File: config.mk
export PLATFORM = sky130hd
export DESIGN_NAME = rrg_recip_div
export DESIGN_NICKNAME = d
export VERILOG_FILES = /design/src/rtl/core/rrg_pkg.sv /design/src/rtl/core/rrg_recip_div.sv
export SDC_FILE = /design/constraint.sdc
export NUM_CORES = 1
export LEC_CHECK = 0
export ABC_AREA = 1
export BUFFER_PORTS_ARGS = -buffer_cell sky130_fd_sc_hd__buf_2
export CAP_MARGIN = 10
export CORE_MARGIN = 5
export CORE_UTILIZATION = 45
export CTS_CLUSTER_DIAMETER = 30
export CTS_CLUSTER_SIZE = 25
export DETAILED_ROUTE_END_ITERATION = 6
export PLACE_DENSITY = 0.66
export SYNTH_ARGS = -nofsm -noshare
export SYNTH_HDL_FRONTEND = slang
export SYNTH_SLANG_ARGS = --single-unit
File: constraint.sdc
create_clock -name clk -period 4.55 [get_ports clk]
set_input_delay 0.91 -clock clk [delete_from_list [all_inputs] [get_ports clk]]
set_output_delay 0.91 -clock clk [all_outputs]
set_load 0.02 [all_outputs]
File: src/rtl/core/rrg_pkg.sv
// shared types and constants for the refraction ray generator
// no dependencies; imported by every module of the block
package rrg_pkg;

  // one incoming ray: direction and normal in Q2.14, hit point in Q16.16
  typedef struct packed {
    logic signed [15:0] dir_x;
    logic signed [15:0] dir_y;
    logic signed [15:0] dir_z;
    logic signed [15:0] normal_x;
    logic signed [15:0] normal_y;
    logic signed [15:0] normal_z;
    logic signed [31:0] point_x;
    logic signed [31:0] point_y;
    logic signed [31:0] point_z;
  } in_item_t;

  // one refracted ray: origin in Q16.16, direction in Q2.14
  typedef struct packed {
    logic signed [31:0] origin_x;
    logic signed [31:0] origin_y;
    logic signed [31:0] origin_z;
    logic signed [15:0] out_dir_x;
    logic signed [15:0] out_dir_y;
    logic signed [15:0] out_dir_z;
    logic               internal_reflection;
  } out_item_t;

  // configuration port
  localparam int CFG_IDX_W  = 1;
  localparam int CFG_DATA_W = 16;
  localparam logic [CFG_IDX_W-1:0] CFG_REFR_IDX   = 1'b0;
  localparam logic [CFG_IDX_W-1:0] CFG_OFFSET_IDX = 1'b1;

  localparam int RI_W  = 15;
  localparam int OFF_W = 16;
  localparam int ER_W  = 13;
  localparam logic [RI_W-1:0]  RI_RESET  = 15'd6144;
  localparam logic [RI_W-1:0]  RI_MIN    = 15'd4096;
  localparam logic [OFF_W-1:0] OFF_RESET = 16'd7;

  localparam logic [28:0] ONE_Q28 = 29'h1000_0000;

  // pipelined square root
  localparam int SQRT_STEPS  = 32;
  localparam int SQRT_ARG_W  = 64;
  localparam int SQRT_ROOT_W = 32;

  // pipelined normalizing divider
  localparam int DIV_STEPS = 15;
  localparam int DIV_NUM_W = 45;
  localparam int DIV_DEN_W = 31;

  // iterative reciprocal of the index
  localparam int RECIP_STEPS = 13;
  localparam int RECIP_CNT_W = 4;
  localparam int RECIP_NUM_W = 25;
  localparam logic [RECIP_NUM_W-1:0] RECIP_NUM = 25'h100_0000;

endpackage

File: src/rtl/core/rrg_recip_div.sv
// iterative divider for the rounded reciprocal of the refraction index (Q12)
// depends on rrg_pkg; reruns after reset and after every index write
module rrg_recip_div (
  input  logic                     clk,
  input  logic                     rst_n,
  input  logic                     start,
  input  logic [rrg_pkg::RI_W-1:0] divisor,
  output logic                     busy,
  output logic [rrg_pkg::ER_W-1:0] quot
);
  import rrg_pkg::*;

  localparam logic [1:0] ST_IDLE = 2'd0;
  localparam logic [1:0] ST_LOAD = 2'd1;
  localparam logic [1:0] ST_RUN  = 2'd2;

  logic [1:0]             state_r, state_nxt;
  logic [RECIP_NUM_W-1:0] rem_r, rem_nxt;
  logic [RI_W-1:0]        den_r, den_nxt;
  logic [RECIP_CNT_W-1:0] cnt_r, cnt_nxt;
  logic [ER_W-1:0]        quot_r, quot_nxt;
  logic [RECIP_NUM_W+2:0] trial;
  logic                   take;

  assign trial = (RECIP_NUM_W + 3)'(den_r) << cnt_r;
  assign take  = {3'b0, rem_r} >= trial;

  always_comb begin
    state_nxt = state_r;
    rem_nxt   = rem_r;
    den_nxt   = den_r;
    cnt_nxt   = cnt_r;
    quot_nxt  = quot_r;
    case (state_r)
      ST_LOAD: begin
        rem_nxt   = RECIP_NUM + RECIP_NUM_W'(divisor >> 1);
        den_nxt   = divisor;
        cnt_nxt   = RECIP_CNT_W'(RECIP_STEPS - 1);
        quot_nxt  = '0;
        state_nxt = ST_RUN;
      end
      ST_RUN: begin
        if (take) begin
          rem_nxt = rem_r - trial[RECIP_NUM_W-1:0];
        end
        quot_nxt = {quot_r[ER_W-2:0], take};
        if (cnt_r == '0) begin
          state_nxt = ST_IDLE;
        end else begin
          cnt_nxt = cnt_r - 1'b1;
        end
      end
      default: begin
        state_nxt = ST_IDLE;
      end
    endcase
    if (start) begin
      state_nxt = ST_LOAD;
    end
  end

  always_ff @(posedge clk) begin
    if (!rst_n) begin
      state_r <= ST_LOAD;
    end else begin
      state_r <= state_nxt;
    end
  end

  always_ff @(posedge clk) begin
    rem_r  <= rem_nxt;
    den_r  <= den_nxt;
    cnt_r  <= cnt_nxt;
    quot_r <= quot_nxt;
  end

  assign busy = state_r != ST_IDLE;
  assign quot = quot_r;

endmodule

==> results of run 1 <==
==> layout make-up <==
cell class                 instances  share of cell area, %
clock buffer                       9                  2.457
clock inverter                     7                  1.613
inverter                          68                  5.063
multi-input combinational        451                  48.70
sequential                        59                  34.75
tap                              133                  3.301
timing repair buffer              38                  4.120
==> cells in the mapped netlist, types with 3 or more instances <==
| library cell | number | area [um^2] |
|---|---|---|
| a31oi_1 | 7 | 43.79 |
| ha_1 | 29 | 362.9 |
| xnor2_1 | 6 | 52.55 |
| mux2i_1 | 3 | 30.03 |
| clkbuf_1 | 8 | 30.03 |
| o21ai_1 | 25 | 125.1 |
| nor3_1 | 9 | 45.04 |
| inv_2 | 10 | 37.54 |
| nor2_1 | 49 | 183.9 |
| o21ai_0 | 35 | 175.2 |
| buf_6 | 3 | 33.78 |
| buf_2 | 6 | 30.03 |
| a21oi_2 | 5 | 43.79 |
| nand3_2 | 3 | 30.03 |
| nor2_2 | 4 | 25.02 |
| edfxtp_1 | 57 | 1712 |
| o21ai_2 | 3 | 26.28 |
| nand2_1 | 162 | 608.1 |
| nand4_1 | 3 | 18.77 |
| xor2_1 | 3 | 26.28 |
| a21oi_1 | 31 | 155.2 |
| nand3_1 | 34 | 170.2 |
| nand2_2 | 13 | 81.33 |
| or2_1 | 5 | 31.28 |
| o21bai_1 | 9 | 67.56 |
| inv_1 | 56 | 210.2 |
==> tightest hold or removal path, delay by kind of cell (launching register included) <==
kind                   cells  cell delay, ns
buffers and inverters      1            0.09
DFF                        1            0.33
AOI/OAI and AO/OA          1            0.07
==> flip-flops by register name (all words and copies together) (netlist names) <==
signal   count
state_r      2
quot        13
den_r       15
cnt_r        4
rem_r       25
==> layer usage <==
layer | part of all wire [%] | up-vias | wire (um) | GRT usage, %
li1 | - | 2066 | - | -
met1 | 46 | 1896 | 5688 | 27.24
met2 | 47 | 126 | 5726 | 33.78
met3 | 5.0 | 18 | 614 | 3.603
met4 | 2.1 | 0 | 258 | 6.240
met5 | 0 | - | 0 | 0
==> power groups by stage <==
stage | Clock [W] | Combinational, W | Sequential [W]
2_1_floorplan | 0 | 0.000422 | 0.000693
3_3_place_gp | 0 | 0.000567 | 0.000690
3_5_place_dp | 0 | 0.000570 | 0.000691
4_1_cts | 0.000518 | 0.000575 | 0.000679
5_1_grt | 0.000542 | 0.000648 | 0.000685
6_report | 0.000509 | 0.000581 | 0.000679
==> logic make-up after synthesis <==
family          share of synthesized area, %
xor+xnor                               1.726
flops                                  38.36
simple gates                           27.40
compound gates                         15.59
buf+inv                                7.891
fa+ha+maj                              8.384
mux                                   0.6576
==> cells in the final DEF (no fill, tap or decap), types with 3 or more instances in the layout <==
master	netlist	routed
a21oi_1	31	31
a21oi_2	5	5
a31oi_1	7	7
buf_2	6	31
buf_4	1	7
clkbuf_8	0	9
edfxtp_1	57	57
ha_1	29	29
inv_1	56	56
inv_2	10	10
inv_6	0	4
mux2i_1	3	3
nand2_1	162	162
nand2_2	13	13
nand3_1	34	34
nand3_2	3	3
nand4_1	3	3
nor2_1	49	49
nor2_2	4	4
nor3_1	9	9
o21ai_0	35	35
o21ai_1	25	25
o21ai_2	3	3
o21bai_1	9	9
or2_1	5	5
xnor2_1	6	6
xor2_1	3	3
==> worst max path at each step <==
| stage | start | endpoint | depth (start not counted) |
|---|---|---|---|
| after floorplan | cnt_r[0] | rem_r[0] | 22 |
| after global placement | cnt_r[0] | rem_r[11] | 17 |
| after detailed placement | cnt_r[0] | rem_r[19] | 19 |
| after CTS | cnt_r[0] | rem_r[23] | 19 |
| after global routing | cnt_r[0] | rem_r[18] | 19 |
| final | cnt_r[0] | rem_r[13] | 19 |
==> through the flow <==
step	power [W]	hold WS, ns
2_1_floorplan	0.001115	0.4734
3_3_place_gp	0.001257	0.5034
3_5_place_dp	0.001261	0.5237
4_1_cts	0.001772	0.5360
5_1_grt	0.001875	0.5530
6_report	0.001769	0.5345
==> results.md, run 1 <==
- Outcome: finished clean
- Total iterations of the first detailed-routing run: 5
- Fmax: ~260 MHz
- Warnings from Yosys: 0
- Clock Tree Buf Depth: 2
- Prevailing post-synth register cell: edfxtp_1
- Cells after synthesis: 597
- Worst r2r src: cnt_r[0]
- Pint: around 0.0011 W
- Global route overflow: 0
- Switching Power: 0.0006642 W
- Crit path kind: reg2reg
- H-Tree Depth: 3
- Asr flop ratio synth: 0%
- Number of global-route vias before repair: 4102
- Setup TNS: 0 ns
- Number of max-cap violations: 0
- Synthesis-stage register bit count: 59
- Syn-to-layout area delta: 10.38%
- Setup Fix Bufs, Post-CTS: 0
- I/O Pins: 32
- DIE WIDTH: roughly 110 um
- Logic gate share of total power: between 30% and 40%
- CP top delay family: compound AO/OA/AOI/OAI gates
- Inserted Clock Buffers: 9
- Chip height: 110.7 um
- DR vias: 4106
- Clock Latency Late Sink: 0.34 ns
- # setup viols final: 0
- Switching part of the total: between 30 and 40%
- Final WS setup: approximately 0.77 ns
- Clock power share: roughly 29%
- Initial antenna violation count: 0
- CTS Hold Bufs: 0
- Data required, critical path: 4.59 ns
- DP Area: roughly 4800 um^2
- Final hold vios: 0
- Average footprint of a synthesized cell: 7.650 um^2
- Reg2reg setup slack: 0.77 ns
- First-pass GRT wire length: 20.26 mm
- Post-CTS Resized: 0
- Gpl congestion: a little under 1
- Distinct cell type count after synthesis: 42
- CTS Sinks: 59
- Fill cells: roughly 1000
- N_diodes: 0
- Clock Skew: approximately 0.010 ns
- Initial Utilization: between 40% and 50%
- Core area: between 9000 and 10000 um^2
- Hold path depth: 2
- Critical path, cell by cell: inv_2 > o21ai_0 > o21ai_1 > o21ai_0 > o21ai_0 > ha_1 > nand2_2 > inv_2 > nand2_1 > nor2_1 > nand4_1 > nand3_2 > nand2_1 > nand2_1 > nand2_1 > nand2_1 > nand2_1 > nand2_1 > buf_4
- Pre-CTS setup slack: around 0.84 ns
- WL final: around 12 mm
- Core Util, Final: approximately half
- Drc violations: 0
- Reg2Reg Capture Point: rem_r[13]
- CP max-delay cell: edfxtp_1
- EDFF count, synth: 57
- Post-route ant nets: 0
- Most Frequent Cell on Critical Path: nand2_1
- Worst EP arrival: 3.82 ns
- Die ar.: between 10000 and 15000 um^2
- CP peak stage delay: 0.72 ns
- Placed Instances: around 750
- Design area: just over 5000 um^2
- RSZ-0062 raised after global routing: no
- Vias per std cell: roughly 5.4
- Num rows: 36
- Reg2Reg Depth: 19
- Pin count of the biggest net entering global routing: 31
- CP Capture Type: flop
- GRT Util Overall: about a fifth
- Max VDD drop: around 0.00024 V
- Mapped cell area: around 4600 um^2
- Flop pwr share: a little under two fifths
- Reg clk slew, reported paths: approximately 0.080 ns
- P_leak: approximately 2.3 nW
- HP Start: state_r[1]
- DP Wirelength: 9.696 mm
- CTS tree: yes
- Register Area: between 1500 and 2000 um^2
- Seq/Total Area, Yosys: between 30% and 40%
- Worst min-delay path class: reg2reg
- Final Max Slew Viols: 0
- Crit path buf inv count: 3
- Crit path time final: 3.780 ns
- Multi-input gate area: roughly 2500 um^2
- CP Max Fanout: 21
- PD cells: around 350 nW/um^2
- CTS root buf: clkbuf_8
- Nets: between 600 and 700
- Share of post-route cells with drive strength above 1: around 16%
- I/O Buffers: 31
- Wire length per cell: between 15 and 20 um
- Crit share post-route: between 80% and 90%
- Slew headroom: between 30% and 40%
- Post-route insts no fill: roughly 770
- Net Count, Synth: around 650
- Hold path endpoint: state_r[1]
- Startpoint types: flop
- Worst-margin pin slew: approximately 0.96 ns
- Initial drt markers: 239
No activity file was read; power rests on OpenSTA's default activity.
==> run 2: changes to the inputs <==
--- a/config.mk
+++ b/config.mk
@@ -13,7 +13,7 @@
 export CTS_CLUSTER_DIAMETER = 30
 export CTS_CLUSTER_SIZE = 25
 export DETAILED_ROUTE_END_ITERATION = 6
-export PLACE_DENSITY = 0.66
+export PLACE_DENSITY = 0.69
 export SYNTH_ARGS = -nofsm -noshare
 export SYNTH_HDL_FRONTEND = slang
 export SYNTH_SLANG_ARGS = --single-unit
==> constraint.sdc (replaced) <==
create_clock -name clk -period 3.1 [get_ports clk]
set_input_delay 0.62 -clock clk [delete_from_list [all_inputs] [get_ports clk]]
set_output_delay 0.62 -clock clk [all_outputs]
set_load 0.02 [all_outputs]
==> run 2 against run 1 <==
Net effect:
- the run now ends with setup timing left
- global-route usage is 1.9 points higher
- critical path depth is 4 higher
- critical path type unchanged
- largest cell class unchanged
- sequential share of layout area is 7.1 points lower
- utilization is 13 points higher
- count of clock-buffer cells in the layout stayed put
- register-to-register slack worse by 0.93 ns
- sequential power is 47% higher
==> results.md, run 2 (synthesized netlist as in run 1, its figures left out) <==
- Outcome: complete, but fails checks
- Violated checks: setup timing
- Total iterations of the first detailed-routing run: 5 (unchanged)
- Initial antenna violation count: 0 (unchanged)
- Crit share post-route: 105.1% (+22 points)
- Crit path kind: reg2reg
- N_diodes: 0 (unchanged)
- Crit path time final: 3.258 ns (-0.5226 ns)
- WL final: 14.31 mm (+16%)
- # setup viols final: 27 (+27)
- GRT Util Overall: 22.35% (+1.9 points)
- Hold path endpoint: den_r[0]
- Inserted Clock Buffers: 9 (unchanged)
- Nets: 774 (+15%)
- Chip height: 110.7 um (unchanged)
- Num rows: 36 (unchanged)
- Startpoint types: flop
- Most common cell after layout, fill and taps aside: nand2_1
- DP Wirelength: 10.20 mm (+5.2%)
- CTS tree: yes
- Initial Utilization: 46.51% (unchanged)
- Register Area: 1752 um^2 (unchanged)
- Final WS setup: -0.1578 ns (-0.9274 ns)
- Final hold vios: 0 (unchanged)
- HP Start: divisor[0]
- Data required, critical path: 3.17 ns (-1.42 ns)
- Pre-CTS setup slack: -0.2271 ns (-1.069 ns)
- CP Capture Type: flop
- Pin count of the biggest net entering global routing: 29 (-6.5%)
- Die ar.: 12260 um^2 (unchanged)
- H-Tree Depth: 3 (unchanged)
- Final Max Slew Viols: 0 (unchanged)
- Hold path depth: 1 (-1)
- Most frequent cells in the layout: nand2_1 (145), buf_4 (94), edfxtp_1 (57)
- P_leak: 2.892 nW (+26%)
- Clock Tree Buf Depth: 2 (unchanged)
- Max VDD drop: 0.0003138 V (+30%)
- Reg2Reg Depth: 23 (+4)
- Most flop-heavy register: rem_r
- Clock Skew: 0.01235 ns (+0.002077 ns)
- Global route overflow: 0 (unchanged)
- Post-route ant nets: 0 (unchanged)
- PD cells: 481.2 nW/um^2 (+37%)
- CP Max Fanout: 7 (-67%)
- Fmax: 307.0 MHz (+16%)
- Core area: 9819 um^2 (unchanged)
- Number of global-route vias before repair: 4486 (+9.4%)
- Reg2reg setup slack: -0.16 ns (-0.93 ns)
- Reg clk slew, reported paths: 0.09 ns (about the same)
- Gpl congestion: 0.9732 (-1.6%)
- DIE WIDTH: 110.7 um (unchanged)
- Max FFs per register: 25 (unchanged)
- CTS root buf: clkbuf_8
- I/O Pins: 32 (unchanged)
- CTS Sinks: 59 (unchanged)
- Slew headroom: 61.13% (+25 points)
- Worst-margin pin slew: 0.5824 ns (-0.3728 ns)
- Worst EP arrival: 3.33 ns (-0.49 ns)
- Drc violations: 0 (unchanged)
- CTS Hold Bufs: 0 (unchanged)
- Reg2Reg Capture Point: rem_r[15]
- Fin Hold WS: 0.4306 ns (-0.1039 ns)
- Number of max-cap violations: 0 (unchanged)
- Fill cells: 827 (-19%)
- Vias per std cell: 5.376 (+0.16%)
- Worst min-delay path class: in2reg
- Multi-input gate area: 2969 um^2 (+21%)
- First-pass GRT wire length: 22.12 mm (+9.2%)
- RSZ-0062 raised after global routing: yes
- Initial drt markers: 307 (+28%)
- I/O Buffers: 31 (unchanged)
- Worst r2r src: cnt_r[0]
- DR vias: 4645 (+13%)
- Syn-to-layout area delta: 38.82%
- Share of post-route cells with drive strength above 1: 40.90% (+25 points)
- Wire length per cell: 16.56 um (+3.1%)
- Clock Latency Late Sink: 0.36 ns (+0.02 ns)
-- run 2: cell type report --
type / instances / area share [%]
clock buffer: 9 / 1.954
clock inverter: 7 / 0.9276
multi-input combinational: 451 / 46.83
inverter: 68 / 4.105
tap: 133 / 2.625
timing repair inverter: 1 / 0.1184
sequential: 59 / 27.63
timing repair buffer: 136 / 15.81
-- run 2: routing by layer --
layer	vias to the layer above	global-route usage [%]	share of wire, %
met1	2154	29.43	42
met2	181	35.32	47
met5	-	0	0
met4	0	10.84	4.4
met3	43	4.148	6.8
li1	2267	-	-
-- run 2: metrics by stage --
| stage | setup TNS [ns] | util, % | power (W) | cells | instance area (um^2) |
|---|---|---|---|---|---|
| floorplan | 0 | - | 0.001637 | 597 | 4569 |
| global placement | -3.248 | 54.75 | 0.002033 | 819 | 5376 |
| detailed placement | -5.730 | 54.75 | 0.002050 | 819 | 5376 |
| CTS | -1.302 | 60.84 | 0.002875 | 862 | 5974 |
| global route | -9.434 | 64.56 | 0.003219 | 864 | 6340 |
| finish | -3.748 | 64.56 | 0.003051 | 864 | 6340 |
-- run 2: repair_timing --
action | 4_1_cts | 5_1_grt
pin swaps | 24 | 43
gates cloned | 3 | 0
gates resized for setup | 57 | 95
setup buffers | 24 | 10
setup endpoints to repair | 37 | 46
-- run 2: worst max-delay path: stages (launching register included) --
cell and delay, ns:
edfxtp_1 0.42, buf_6 0.16, buf_4 0.15, nand2_1 0.07, o21ai_2 0.07, o21ai_2 0.21, buf_4 0.15, nand2_1 0.05
nand2_2 0.09, o21ai_4 0.07, ha_4 0.28, nand2_2 0.11, nor2_4 0.18, nand2_1 0.08, nand2_1 0.09, nand2_1 0.08
nand3_2 0.09, nand2_1 0.06, nand2_1 0.06, nand2_1 0.07, nand2_2 0.10, nand2_4 0.08, nand2_8 0.10, buf_6 0.14
-- run 2: power by group --
part | internal, W | total, W | switching, W
registers | 0.000957 | 0.000997 | 0.0000403
clock network | 0.000304 | 0.000684 | 0.000380
logic | 0.000597 | 0.00137 | 0.000773
total | 0.00186 | 0.00305 | 0.00119
-- run 2: how the worst max path moves through the flow --
stage                  start  depth (start not counted)   endpoint
detailed placement  cnt_r[0]                         20  rem_r[18]
finish              cnt_r[0]                         23  rem_r[15]
global route        cnt_r[0]                         23  rem_r[15]
floorplan           cnt_r[0]                         22   rem_r[0]
global placement    cnt_r[0]                         20  rem_r[22]
CTS                 cnt_r[0]                         23  rem_r[10]
